## src/rtl/core/vdle_pkg.sv

```systemverilog
// vdle_pkg: shared types, opcodes and constants for the vector display list executor.
// No dependencies; imported by every module in rtl/core.
package vdle_pkg;

  localparam int FRACTION_BITS_DEF = 16;
  localparam int STACK_DEPTH_DEF   = 4;

  localparam int ADDR_W = 13;
  localparam int BEAM_W = 32;
  localparam int POS_W  = 17;
  localparam int SP_W   = 3;
  localparam int TINC_W = 5;

  // opcodes (first_word[15:12]); 0 through OP_LVEC_LAST are long vectors
  localparam logic [3:0] OP_LVEC_LAST = 4'h9;
  localparam logic [3:0] OP_LABS      = 4'ha;
  localparam logic [3:0] OP_HALT      = 4'hb;
  localparam logic [3:0] OP_CALL      = 4'hc;
  localparam logic [3:0] OP_RET       = 4'hd;
  localparam logic [3:0] OP_JUMP      = 4'he;
  localparam logic [3:0] OP_SVEC      = 4'hf;

  // register indexes on the APB port (byte address = 4 * index)
  localparam logic [1:0] REG_MIRROR  = 2'd0;
  localparam logic [1:0] REG_TEXDOT  = 2'd1;
  localparam logic [1:0] REG_YORIGIN = 2'd2;

  localparam logic [10:0]        Y_ORIGIN_RST    = 11'd1024;
  localparam logic signed [13:0] ABS_MIRROR_CTR  = 14'sd1024;
  localparam logic [3:0]         DOT_LINE_INTENS = 4'h4;
  localparam logic [3:0]         SVEC_MIN_INTENS = 4'h2;
  localparam logic [3:0]         SCALE_MAX       = 4'h9;
  localparam logic [3:0]         SHIFT_OVF       = 4'd10;
  localparam logic [3:0]         BRIGHT_LOW      = 4'hf;

  typedef enum logic [1:0] {
    DRAW_NONE     = 2'd0,
    DRAW_LINE     = 2'd1,
    DRAW_TEX_DOT  = 2'd2,
    DRAW_DOT_LINE = 2'd3
  } draw_kind_t;

  typedef struct packed {
    logic        exec;
    logic        restart;
    logic [3:0]  op;
    logic [11:0] target;
  } prog_cmd_t;

  typedef struct packed {
    logic [ADDR_W-1:0] fetch_address;
    logic              halted;
  } prog_stat_t;

  typedef struct packed {
    logic                     is_vec;
    logic signed [BEAM_W-1:0] dx;
    logic signed [BEAM_W-1:0] dy;
    draw_kind_t               kind;
    logic [7:0]               bright;
    logic signed [TINC_W-1:0] tinc;
  } vec_res_t;

endpackage

```

## src/rtl/core/vector_display_list_executor.sv

```systemverilog
// vector_display_list_executor: top level; input register, beam and scale state,
// APB registers, result register. Depends on vdle_pkg, vdle_vec_calc, vdle_prog_ctrl.
//
// Usage:
//   in_*  : one display-list instruction per beat (restart flag and two words).
//   out_* : one result per instruction: draw kind on out_tuser, endpoints,
//           brightness, next fetch address, halt flag and time increment on tdata.
//   cfg_* : APB registers mirror_mode (0x0), textured_dots (0x4), y_origin (0x8);
//           write only while no instruction is in flight.
// An input beat is captured in the input register, then the instruction executes
// against the beam, scale and program state and the result lands in the output
// register. Throughput is one instruction per cycle while the output is not stalled,
// set by the single execute stage that updates state and fills the result register.
// When out_tready is low the result holds, the input register holds the next
// instruction and in_tready drops once both are full.
// Reset clears beam, scale, program address, stack pointer, registers (y_origin
// to 1024) and both valid flags; return stack entries are not cleared.
module vector_display_list_executor #(
  parameter int FRACTION_BITS = vdle_pkg::FRACTION_BITS_DEF,
  parameter int STACK_DEPTH   = vdle_pkg::STACK_DEPTH_DEF
) (
  input  logic        clk,
  input  logic        rst_n,
  input  logic        in_tvalid,
  output logic        in_tready,
  input  logic [39:0] in_tdata,   // restart[0], first_word[16:1], second_word[32:17]
  output logic        out_tvalid,
  input  logic        out_tready,
  output logic [95:0] out_tdata,  // start_x[16:0], start_y[33:17], end_x[50:34],
                                  // end_y[67:51], brightness[75:68],
                                  // fetch_address[88:76], halted[89],
                                  // time_increment[94:90]
  output logic [1:0]  out_tuser,  // draw_kind[1:0]
  input  logic        cfg_psel,
  input  logic        cfg_penable,
  input  logic        cfg_pwrite,
  input  logic [3:0]  cfg_paddr,
  input  logic [31:0] cfg_pwdata,
  output logic [31:0] cfg_prdata,
  output logic        cfg_pready
);
  import vdle_pkg::*;

  // config registers
  logic        mirror_r;
  logic        tex_r;
  logic [10:0] yorig_r;
  logic        cfg_wr;

  // input register
  logic        in_vld_r;
  logic        restart_r;
  logic [15:0] w1_r;
  logic [15:0] w2_r;

  // state
  logic signed [BEAM_W-1:0] bx_r, bx_nxt;
  logic signed [BEAM_W-1:0] by_r, by_nxt;
  logic [3:0]               gs_r, gs_nxt;

  // result register
  logic                     out_vld_r;
  draw_kind_t               kind_r;
  logic [POS_W-1:0]         sx_r, sy_r, ex_r, ey_r;
  logic [7:0]               bright_r;
  logic [ADDR_W-1:0]        fa_r;
  logic                     halted_r;
  logic signed [TINC_W-1:0] tinc_r;

  logic                     exec;
  logic signed [BEAM_W-1:0] bx_eff, by_eff;
  logic [3:0]               gs_eff;
  logic signed [BEAM_W-1:0] sx_w, sy_w, ex_w, ey_w;
  logic signed [13:0]       ax, ay;
  logic signed [13:0]       aby;
  vec_res_t                 vres;
  prog_cmd_t                pcmd;
  prog_stat_t               pstat;

  // APB
  assign cfg_pready = 1'b1;
  assign cfg_wr     = cfg_psel && cfg_penable && cfg_pwrite && cfg_pready;

  always_ff @(posedge clk) begin
    if (!rst_n) begin
      mirror_r <= 1'b0;
      tex_r    <= 1'b0;
      yorig_r  <= Y_ORIGIN_RST;
    end else if (cfg_wr) begin
      unique case (cfg_paddr[3:2])
        REG_MIRROR:  mirror_r <= cfg_pwdata[0];
        REG_TEXDOT:  tex_r    <= cfg_pwdata[0];
        REG_YORIGIN: yorig_r  <= cfg_pwdata[10:0];
        default: ;
      endcase
    end
  end

  always_comb begin
    unique case (cfg_paddr[3:2])
      REG_MIRROR:  cfg_prdata = {31'b0, mirror_r};
      REG_TEXDOT:  cfg_prdata = {31'b0, tex_r};
      REG_YORIGIN: cfg_prdata = {21'b0, yorig_r};
      default:     cfg_prdata = '0;
    endcase
  end

  // handshake
  assign exec      = in_vld_r && (!out_vld_r || out_tready);
  assign in_tready = !in_vld_r || exec;

  always_ff @(posedge clk) begin
    if (!rst_n) begin
      in_vld_r <= 1'b0;
    end else if (in_tready) begin
      in_vld_r <= in_tvalid;
    end
  end

  always_ff @(posedge clk) begin
    if (in_tready && in_tvalid) begin
      restart_r <= in_tdata[0];
      w1_r      <= in_tdata[16:1];
      w2_r      <= in_tdata[32:17];
    end
  end

  // execute
  assign bx_eff = restart_r ? '0 : bx_r;
  assign by_eff = restart_r ? '0 : by_r;
  assign gs_eff = restart_r ? '0 : gs_r;

  vdle_vec_calc #(
    .FRACTION_BITS(FRACTION_BITS)
  ) u_vec_calc (
    .w1       (w1_r),
    .w2       (w2_r),
    .gscale   (gs_eff),
    .mirror   (mirror_r),
    .tex_dots (tex_r),
    .res      (vres)
  );

  assign pcmd.exec    = exec;
  assign pcmd.restart = restart_r;
  assign pcmd.op      = w1_r[15:12];
  assign pcmd.target  = w1_r[11:0];

  vdle_prog_ctrl #(
    .STACK_DEPTH(STACK_DEPTH)
  ) u_prog_ctrl (
    .clk   (clk),
    .rst_n (rst_n),
    .cmd   (pcmd),
    .stat  (pstat)
  );

  always_comb begin
    ax  = mirror_r ? ABS_MIRROR_CTR - 14'($signed(w2_r[11:0]))
                   : 14'($signed(w2_r[11:0]));
    ay  = mirror_r ? ABS_MIRROR_CTR - 14'($signed(w1_r[11:0]))
                   : 14'($signed(w1_r[11:0]));
    aby = $signed({3'b000, yorig_r}) - ay;
  end

  always_comb begin
    bx_nxt = bx_eff;
    by_nxt = by_eff;
    gs_nxt = gs_eff;
    if (vres.is_vec) begin
      bx_nxt = bx_eff + vres.dx;
      by_nxt = by_eff - vres.dy;
    end else if (w1_r[15:12] == OP_LABS) begin
      bx_nxt = BEAM_W'(ax) <<< FRACTION_BITS;
      by_nxt = BEAM_W'(aby) <<< FRACTION_BITS;
      gs_nxt = w2_r[15:12];
    end
  end

  assign sx_w = bx_eff >>> FRACTION_BITS;
  assign sy_w = by_eff >>> FRACTION_BITS;
  assign ex_w = bx_nxt >>> FRACTION_BITS;
  assign ey_w = by_nxt >>> FRACTION_BITS;

  always_ff @(posedge clk) begin
    if (!rst_n) begin
      bx_r <= '0;
      by_r <= '0;
      gs_r <= '0;
    end else if (exec) begin
      bx_r <= bx_nxt;
      by_r <= by_nxt;
      gs_r <= gs_nxt;
    end
  end

  // result register
  always_ff @(posedge clk) begin
    if (!rst_n) begin
      out_vld_r <= 1'b0;
    end else if (exec) begin
      out_vld_r <= 1'b1;
    end else if (out_tready) begin
      out_vld_r <= 1'b0;
    end
  end

  always_ff @(posedge clk) begin
    if (exec) begin
      kind_r   <= vres.kind;
      sx_r     <= sx_w[POS_W-1:0];
      sy_r     <= sy_w[POS_W-1:0];
      ex_r     <= ex_w[POS_W-1:0];
      ey_r     <= ey_w[POS_W-1:0];
      bright_r <= vres.bright;
      fa_r     <= pstat.fetch_address;
      halted_r <= pstat.halted;
      tinc_r   <= vres.tinc;
    end
  end

  assign out_tvalid = out_vld_r;
  assign out_tuser  = kind_r;
  assign out_tdata  = {1'b0, tinc_r, halted_r, fa_r, bright_r, ey_r, ex_r, sy_r, sx_r};

  // checks
  a_none_dark: assert property (@(posedge clk) disable iff (!rst_n)
    out_tvalid && (out_tuser == DRAW_NONE) |-> (out_tdata[75:68] == 8'h00))
    else $error("dark result carries brightness");

  a_halt_quiet: assert property (@(posedge clk) disable iff (!rst_n)
    out_tvalid && out_tdata[89] |-> (out_tuser == DRAW_NONE) && (out_tdata[94:90] == 5'd0))
    else $error("halt result draws or adds time");

  a_addr_even: assert property (@(posedge clk) disable iff (!rst_n)
    out_tvalid |-> (out_tdata[76] == 1'b0))
    else $error("odd fetch address");

  a_stall_blocks: assert property (@(posedge clk) disable iff (!rst_n)
    in_vld_r && out_vld_r && !out_tready |-> !in_tready && !exec)
    else $error("input taken while both stages are full");

endmodule

```

## src/rtl/core/vdle_vec_calc.sv

```systemverilog
// vdle_vec_calc: decodes long and short vector instructions into scaled beam deltas,
// draw kind, brightness and time increment. Combinational. Depends on vdle_pkg.
module vdle_vec_calc #(
  parameter int FRACTION_BITS = vdle_pkg::FRACTION_BITS_DEF
) (
  input  logic [15:0]        w1,
  input  logic [15:0]        w2,
  input  logic [3:0]         gscale,
  input  logic               mirror,
  input  logic               tex_dots,
  output vdle_pkg::vec_res_t res
);
  import vdle_pkg::*;

  logic [3:0]               op;
  logic                     is_long;
  logic [3:0]               z;
  logic [9:0]               mx_raw;
  logic [9:0]               my_raw;
  logic                     nx;
  logic                     ny;
  logic signed [10:0]       mag_x;
  logic signed [10:0]       mag_y;
  logic [3:0]               scale_raw;
  logic                     scale_ovf;
  logic [3:0]               shamt;
  logic signed [BEAM_W-1:0] sc_x;
  logic signed [BEAM_W-1:0] sc_y;
  logic signed [BEAM_W-1:0] dx;
  logic signed [BEAM_W-1:0] dy;
  logic                     draw;
  draw_kind_t               kind;

  assign op      = w1[15:12];
  assign is_long = (op <= OP_LVEC_LAST);

  always_comb begin
    if (is_long) begin
      z         = w2[15:12];
      my_raw    = w1[9:0];
      mx_raw    = w2[9:0];
      ny        = w1[10];
      nx        = w2[10];
      scale_raw = gscale + op;
      draw      = (z != 4'h0);
    end else begin
      z         = w1[7:4];
      my_raw    = {w1[9:8], 8'h00};
      mx_raw    = {w1[1:0], 8'h00};
      ny        = w1[10];
      nx        = w1[2];
      scale_raw = gscale + 4'd2 + {2'b00, w1[3], 1'b0} + {3'b000, w1[11]};
      draw      = (z > SVEC_MIN_INTENS);
    end
  end

  always_comb begin
    mag_x = (nx ^ mirror) ? -$signed({1'b0, mx_raw}) : $signed({1'b0, mx_raw});
    mag_y = (ny ^ mirror) ? -$signed({1'b0, my_raw}) : $signed({1'b0, my_raw});
  end

  assign scale_ovf = (scale_raw > SCALE_MAX);
  assign shamt     = scale_ovf ? SHIFT_OVF : (SCALE_MAX - scale_raw);

  assign sc_x = BEAM_W'(mag_x) <<< FRACTION_BITS;
  assign sc_y = BEAM_W'(mag_y) <<< FRACTION_BITS;
  assign dx   = sc_x >>> shamt;
  assign dy   = sc_y >>> shamt;

  always_comb begin
    kind = DRAW_NONE;
    if (draw) begin
      if (dx == '0 && dy == '0) begin
        if (z == DOT_LINE_INTENS) kind = DRAW_DOT_LINE;
        else if (is_long || tex_dots) kind = DRAW_TEX_DOT;
        else kind = DRAW_DOT_LINE;
      end else begin
        kind = DRAW_LINE;
      end
    end
  end

  always_comb begin
    res.is_vec = is_long || (op == OP_SVEC);
    res.dx     = dx;
    res.dy     = dy;
    res.kind   = res.is_vec ? kind : DRAW_NONE;
    res.bright = (res.is_vec && draw) ? {z, BRIGHT_LOW} : 8'h00;
    if (!res.is_vec) res.tinc = '0;
    else if (scale_ovf) res.tinc = -TINC_W'(1);
    else res.tinc = TINC_W'(scale_raw);
  end

endmodule

```

## src/rtl/core/vdle_prog_ctrl.sv

```systemverilog
// vdle_prog_ctrl: program address, stack pointer and return stack; handles
// halt, call, return, jump and address advance. Depends on vdle_pkg.
module vdle_prog_ctrl #(
  parameter int STACK_DEPTH = vdle_pkg::STACK_DEPTH_DEF
) (
  input  logic                 clk,
  input  logic                 rst_n,
  input  vdle_pkg::prog_cmd_t  cmd,
  output vdle_pkg::prog_stat_t stat
);
  import vdle_pkg::*;

  localparam int SP_IDX_W = (STACK_DEPTH > 1) ? $clog2(STACK_DEPTH) : 1;

  logic [ADDR_W-1:0] pc_r, pc_nxt;
  logic [SP_W-1:0]   sp_r, sp_nxt;
  logic [ADDR_W-1:0] stack_mem [STACK_DEPTH];

  logic [ADDR_W-1:0] pc_base;
  logic [SP_W-1:0]   sp_base;
  logic [SP_W-1:0]   sp_dec;
  logic [ADDR_W-1:0] pc_seq;
  logic [ADDR_W-1:0] pc_target;
  logic              push;
  logic              halted;

  assign pc_base   = cmd.restart ? '0 : pc_r;
  assign sp_base   = cmd.restart ? '0 : sp_r;
  assign sp_dec    = sp_base - SP_W'(1);
  assign pc_seq    = pc_base + ((cmd.op < OP_HALT) ? ADDR_W'(4) : ADDR_W'(2));
  assign pc_target = {cmd.target, 1'b0};

  always_comb begin
    pc_nxt = pc_seq;
    sp_nxt = sp_base;
    push   = 1'b0;
    halted = 1'b0;
    unique case (cmd.op)
      OP_HALT: halted = 1'b1;
      OP_CALL: begin
        if ({1'b0, sp_base} >= 4'(STACK_DEPTH)) begin
          halted = 1'b1;
          sp_nxt = '0;
        end else begin
          push   = 1'b1;
          sp_nxt = sp_base + SP_W'(1);
          pc_nxt = pc_target;
        end
      end
      OP_RET: begin
        sp_nxt = sp_dec;
        pc_nxt = ({1'b0, sp_dec} < 4'(STACK_DEPTH)) ? stack_mem[sp_dec[SP_IDX_W-1:0]] : '0;
      end
      OP_JUMP: pc_nxt = pc_target;
      default: pc_nxt = pc_seq;
    endcase
  end

  always_ff @(posedge clk) begin
    if (!rst_n) begin
      pc_r <= '0;
      sp_r <= '0;
    end else if (cmd.exec) begin
      pc_r <= pc_nxt;
      sp_r <= sp_nxt;
    end
  end

  always_ff @(posedge clk) begin
    if (cmd.exec && push) begin
      stack_mem[sp_base[SP_IDX_W-1:0]] <= pc_seq;
    end
  end

  assign stat.fetch_address = pc_nxt;
  assign stat.halted        = halted;

endmodule
```

## config.mk

```make
export PLATFORM = sky130hd
export DESIGN_NAME = vector_display_list_executor
export DESIGN_NICKNAME = d
export VERILOG_FILES = /design/src/rtl/core/vdle_pkg.sv /design/src/rtl/core/vector_display_list_executor.sv /design/src/rtl/core/vdle_vec_calc.sv /design/src/rtl/core/vdle_prog_ctrl.sv
export SDC_FILE = /design/constraint.sdc
export NUM_CORES = 1
export LEC_CHECK = 0
export BUFFER_PORTS_ARGS = -buffer_cell sky130_fd_sc_hd__buf_2
export CORE_MARGIN = 2
export CORE_UTILIZATION = 54
export CTS_BUF_LIST = sky130_fd_sc_hd__clkbuf_8 sky130_fd_sc_hd__clkbuf_16
export DETAILED_ROUTE_END_ITERATION = 8
export GPL_TIMING_DRIVEN = 0
export HOLD_SLACK_MARGIN = 0.02
export PLACE_DENSITY_LB_ADDON = 0.15
export REMOVE_ABC_BUFFERS = 1
export SYNTH_ARGS = -nofsm -noshare
export SYNTH_HDL_FRONTEND = slang
export SYNTH_SLANG_ARGS = --single-unit
```

## constraint.sdc

```tcl
create_clock -name clk -period 8.15 [get_ports clk]
set_input_delay 0.815 -clock clk [delete_from_list [all_inputs] [get_ports clk]]
set_output_delay 0.815 -clock clk [all_outputs]
set_load 0.005 [all_outputs]
```

==> run_summary.xml <==
<?xml version="1.0" encoding="UTF-8"?>
<metrics>
  <group name="run_status">
    <metric name="run_status" unit="">completed</metric>
  </group>
  <group name="synthesis">
    <metric name="flip_flop_and_latch_count_after_synthesis" unit="">272</metric>
    <metric name="synth.avg_cell_area" unit="µm²">9.132</metric>
    <metric name="synth.yosys.warnings" unit="">0</metric>
    <metric name="edff_count_synth" unit="">175</metric>
    <metric name="synthCells" unit="">1955</metric>
    <metric name="synth_sequential_area_ratio" unit="%">40.31</metric>
    <metric name="synth.cell_area" unit="µm²">17850</metric>
    <metric name="yosys.area.top_type" unit="">edfxtp_1</metric>
    <metric name="post-synth-top-area-fraction" unit="%">29.43</metric>
    <metric name="synthMostInstantiatedCell" unit="">nor2_1</metric>
    <metric name="synth_async_sr_flop_share" unit="%">0</metric>
    <metric name="synth-main-ff-cell" unit="">edfxtp_1</metric>
    <metric name="synth.distinct_cells" unit="">112</metric>
    <metric name="netlist_top_cells_area" unit="">edfxtp_1 (29%), dfxtp_1 (11%), ha_1 (5.5%)</metric>
    <metric name="synth.cells.most_frequent" unit="">nor2_1 (211), nand2_1 (198), edfxtp_1 (175)</metric>
  </group>
  <group name="min_path">
    <metric name="whs_path_depth" unit="">1</metric>
    <metric name="hp-class" unit="">in2reg</metric>
  </group>
  <group name="clocking">
    <metric name="clkTransAtPathRegs" unit="ps">60</metric>
    <metric name="max_buffers_root_to_sink" unit="">3</metric>
    <metric name="clock_sink_count" unit="">272</metric>
    <metric name="h-tree-depth" unit="">1</metric>
    <metric name="tritoncts" unit="">done</metric>
    <metric name="worstSkewPairLatency" unit="ps">600</metric>
    <metric name="cts_inserted_buffers" unit="">30</metric>
    <metric name="cts_root_buffer" unit="">clkbuf_16</metric>
  </group>
  <group name="global_routing">
    <metric name="grt_pass1_wl" unit="mm">79.03</metric>
    <metric name="overflow" unit="">0</metric>
    <metric name="antenna_found_initial" unit="">0</metric>
    <metric name="via_count_of_the_first_global_routing_pass" unit="">14450</metric>
    <metric name="global_route.usage.total" unit="%">29.34</metric>
    <metric name="largest_net_degree_at_the_start_of_global_routing" unit="">111</metric>
  </group>
  <group name="floorplan">
    <metric name="fp.coreArea" unit="µm²">32540</metric>
    <metric name="design.die.area" unit="µm²">34530</metric>
    <metric name="floorplan.die.width" unit="µm">185.8</metric>
    <metric name="initial_utilization" unit="%">54.87</metric>
    <metric name="chipHeight" unit="µm">185.8</metric>
    <metric name="num_io_pins" unit="">216</metric>
    <metric name="row_count" unit="">66</metric>
  </group>
  <group name="worst_setup_path">
    <metric name="timing.critical_path.fanout_max" unit="">20</metric>
    <metric name="cp_slowest_cell" unit="">ha_4</metric>
    <metric name="r2r_cells" unit="">33</metric>
    <metric name="cp-end-kind" unit="">flip-flop</metric>
    <metric name="max_stage_delay" unit="ps">470</metric>
    <metric name="crit_arrival" unit="ps">8060</metric>
    <metric name="start_kind" unit="">flip-flop</metric>
    <metric name="timing.reg2reg.setup_slack" unit="ps">420</metric>
    <metric name="critPathKind" unit="">reg2reg</metric>
    <metric name="required_time_of_the_worst_setup_path" unit="ps">8480</metric>
  </group>
  <group name="timing">
    <metric name="final_setup_vio_count" unit="">0</metric>
    <metric name="fin_worst_skew" unit="ps">27.38</metric>
    <metric name="slew-limit-headroom" unit="%">12.91</metric>
    <metric name="timing_worst_slew_pin_value" unit="ps">1281</metric>
    <metric name="fin_crit" unit="ps">7729</metric>
    <metric name="final_min_period_over_clock_period" unit="%">94.84</metric>
    <metric name="setup_repair_after_global_routing_missed_its_margin" unit="">yes</metric>
    <metric name="slew_violations" unit="">0</metric>
    <metric name="max_fclk" unit="GHz">0.1294</metric>
    <metric name="finalHoldViolCount" unit="">0</metric>
  </group>
  <group name="power">
    <metric name="leakage" unit="nW">7.898</metric>
    <metric name="total_power" unit="mW">4.170</metric>
    <metric name="power_per_cell_area" unit="nW/µm²">206.0</metric>
    <metric name="vdd_drop_max" unit="mV">0.1629</metric>
  </group>
  <group name="job">
    <metric name="maxCapViolCount" unit="">0</metric>
  </group>
  <group name="drt">
    <metric name="remaining_drc_errors" unit="">0</metric>
    <metric name="via_count" unit="">15270</metric>
    <metric name="antenna_left" unit="">0</metric>
    <metric name="detail_route.iter0.violations" unit="">1327</metric>
    <metric name="number_of_iterations_in_the_first_detailed_routing_pass" unit="">6</metric>
    <metric name="route.final.wire_length" unit="mm">51.09</metric>
    <metric name="vias_per_cell" unit="">6.059</metric>
    <metric name="drt-wirelength-per-cell" unit="µm">20.27</metric>
  </group>
  <group name="finish">
    <metric name="nNetsFinal" unit="">2221</metric>
    <metric name="layout-area-overhead-vs-synth" unit="%">13.41</metric>
    <metric name="final_cell_area" unit="µm²">20250</metric>
    <metric name="antenna_cells" unit="">0</metric>
    <metric name="largest_reg_flops" unit="">52</metric>
    <metric name="drive_above_1_share" unit="%">16.36</metric>
    <metric name="post_layout_nonfiller_instances" unit="">2520</metric>
  </group>
  <group name="placement">
    <metric name="globalplace.congestion" unit="">0.9412</metric>
    <metric name="placedCellCount" unit="">2451</metric>
    <metric name="io_buffer_count" unit="">162</metric>
    <metric name="dpl-instance-area" unit="µm²">18980</metric>
    <metric name="post-dp-hpwl" unit="mm">36.23</metric>
  </group>
</metrics>
## worst paths after layout
kind | to | from
worst max register to register | ex_r[13] | restart_r
worst min register to register | u_prog_ctrl.pc_r[0] | u_prog_ctrl.pc_r[0]
worst max-delay path | ex_r[13] | restart_r
worst min-delay path | w1_r[1] | in_tdata[2]
## metal layers
metal  track usage (%)  part of all wire [%]  up-vias
met1             39.37                    42     7262
met5                 0                     0        -
li1                  -                     -     7289
met3             3.620                   6.9      104
met2             49.14                    48      613
met4             9.921                   3.5        0
## layout make-up
type	instances	area, µm²
Clock buffer	32	778.2
Clock inverter	24	271.5
Fill cell	2813	12290
Inverter	63	255.2
Multi-Input combinational cell	1500	9998
Sequential cell	272	7197
Tap cell	442	553.0
Timing Repair Buffer	187	1195
## through the flow
step                      setup slack [ps]  util [%]  hold slack, ps  TNS [ps]
after global routing                -22.57     62.23           391.3    -22.57
after global placement               -4698     57.17           437.2   -331970
final                                420.7     62.23           394.4         0
after floorplan                     -819.9         -           431.8    -19290
after CTS                            107.6     61.88           376.7         0
after detailed placement             -1219     58.34           458.8    -30620
## report_power, final
part	leakage (nW)	internal [mW]	switching, mW
combinational	4.96	0.426	0.704
sequential	2.40	1.55	0.0556
clock	0.529	0.851	0.579
total	7.90	2.83	1.34
## placed cells by master (no fill, tap or decap), drive strengths merged, types with 14 or more instances in the layout
master / netlist / layout
a211oi: 20 / 20
a21o: 23 / 23
a21oi: 126 / 126
a22oi: 34 / 34
a31oi: 29 / 30
and2: 30 / 30
buf: 56 / 187
clkbuf: 88 / 32
conb: 2 / 23
dfxtp: 97 / 97
edfxtp: 175 / 175
ha: 79 / 79
inv: 62 / 65
mux2i: 30 / 31
nand2: 198 / 198
nand2b: 20 / 20
nand3: 39 / 39
nor2: 212 / 212
nor2b: 76 / 76
nor3: 65 / 65
nor4: 14 / 14
o211ai: 19 / 19
o21a: 14 / 14
o21ai: 120 / 121
xnor2: 67 / 67
xor2: 41 / 41
## logic make-up after synthesis
group           after synthesis  synth area share (%)
compound gates              513                 19.58
xor+xnor                    108                 5.382
fa+ha+maj                    88                 6.328
buf+inv                     207                 5.221
flops                       272                 40.31
mux                          52                 4.002
other cells                   2               0.04206
simple gates                713                 19.13
## critical path: cells and delay by family, from the launching register on
kind / cells / cell delay [ps]
AOI/OAI and AO/OA: 14 / 3570
xor gates and xnor gates: 1 / 110
adders and majority gates: 5 / 1690
buffers and inverters: 7 / 1020
DFF: 1 / 450
and+or+nand+nor: 6 / 620
## what timing repair did
action                                  4_1_cts  5_1_grt
endpoints found under the hold margin         0        0
hold buffers                                  0        0
pin swaps                                     2        2
gates resized for setup                      13        9
buffers inserted                              4        6
endpoints found under the setup margin       59       33
cloned                                        1        2
No activity file was read; power rests on OpenSTA's default activity.
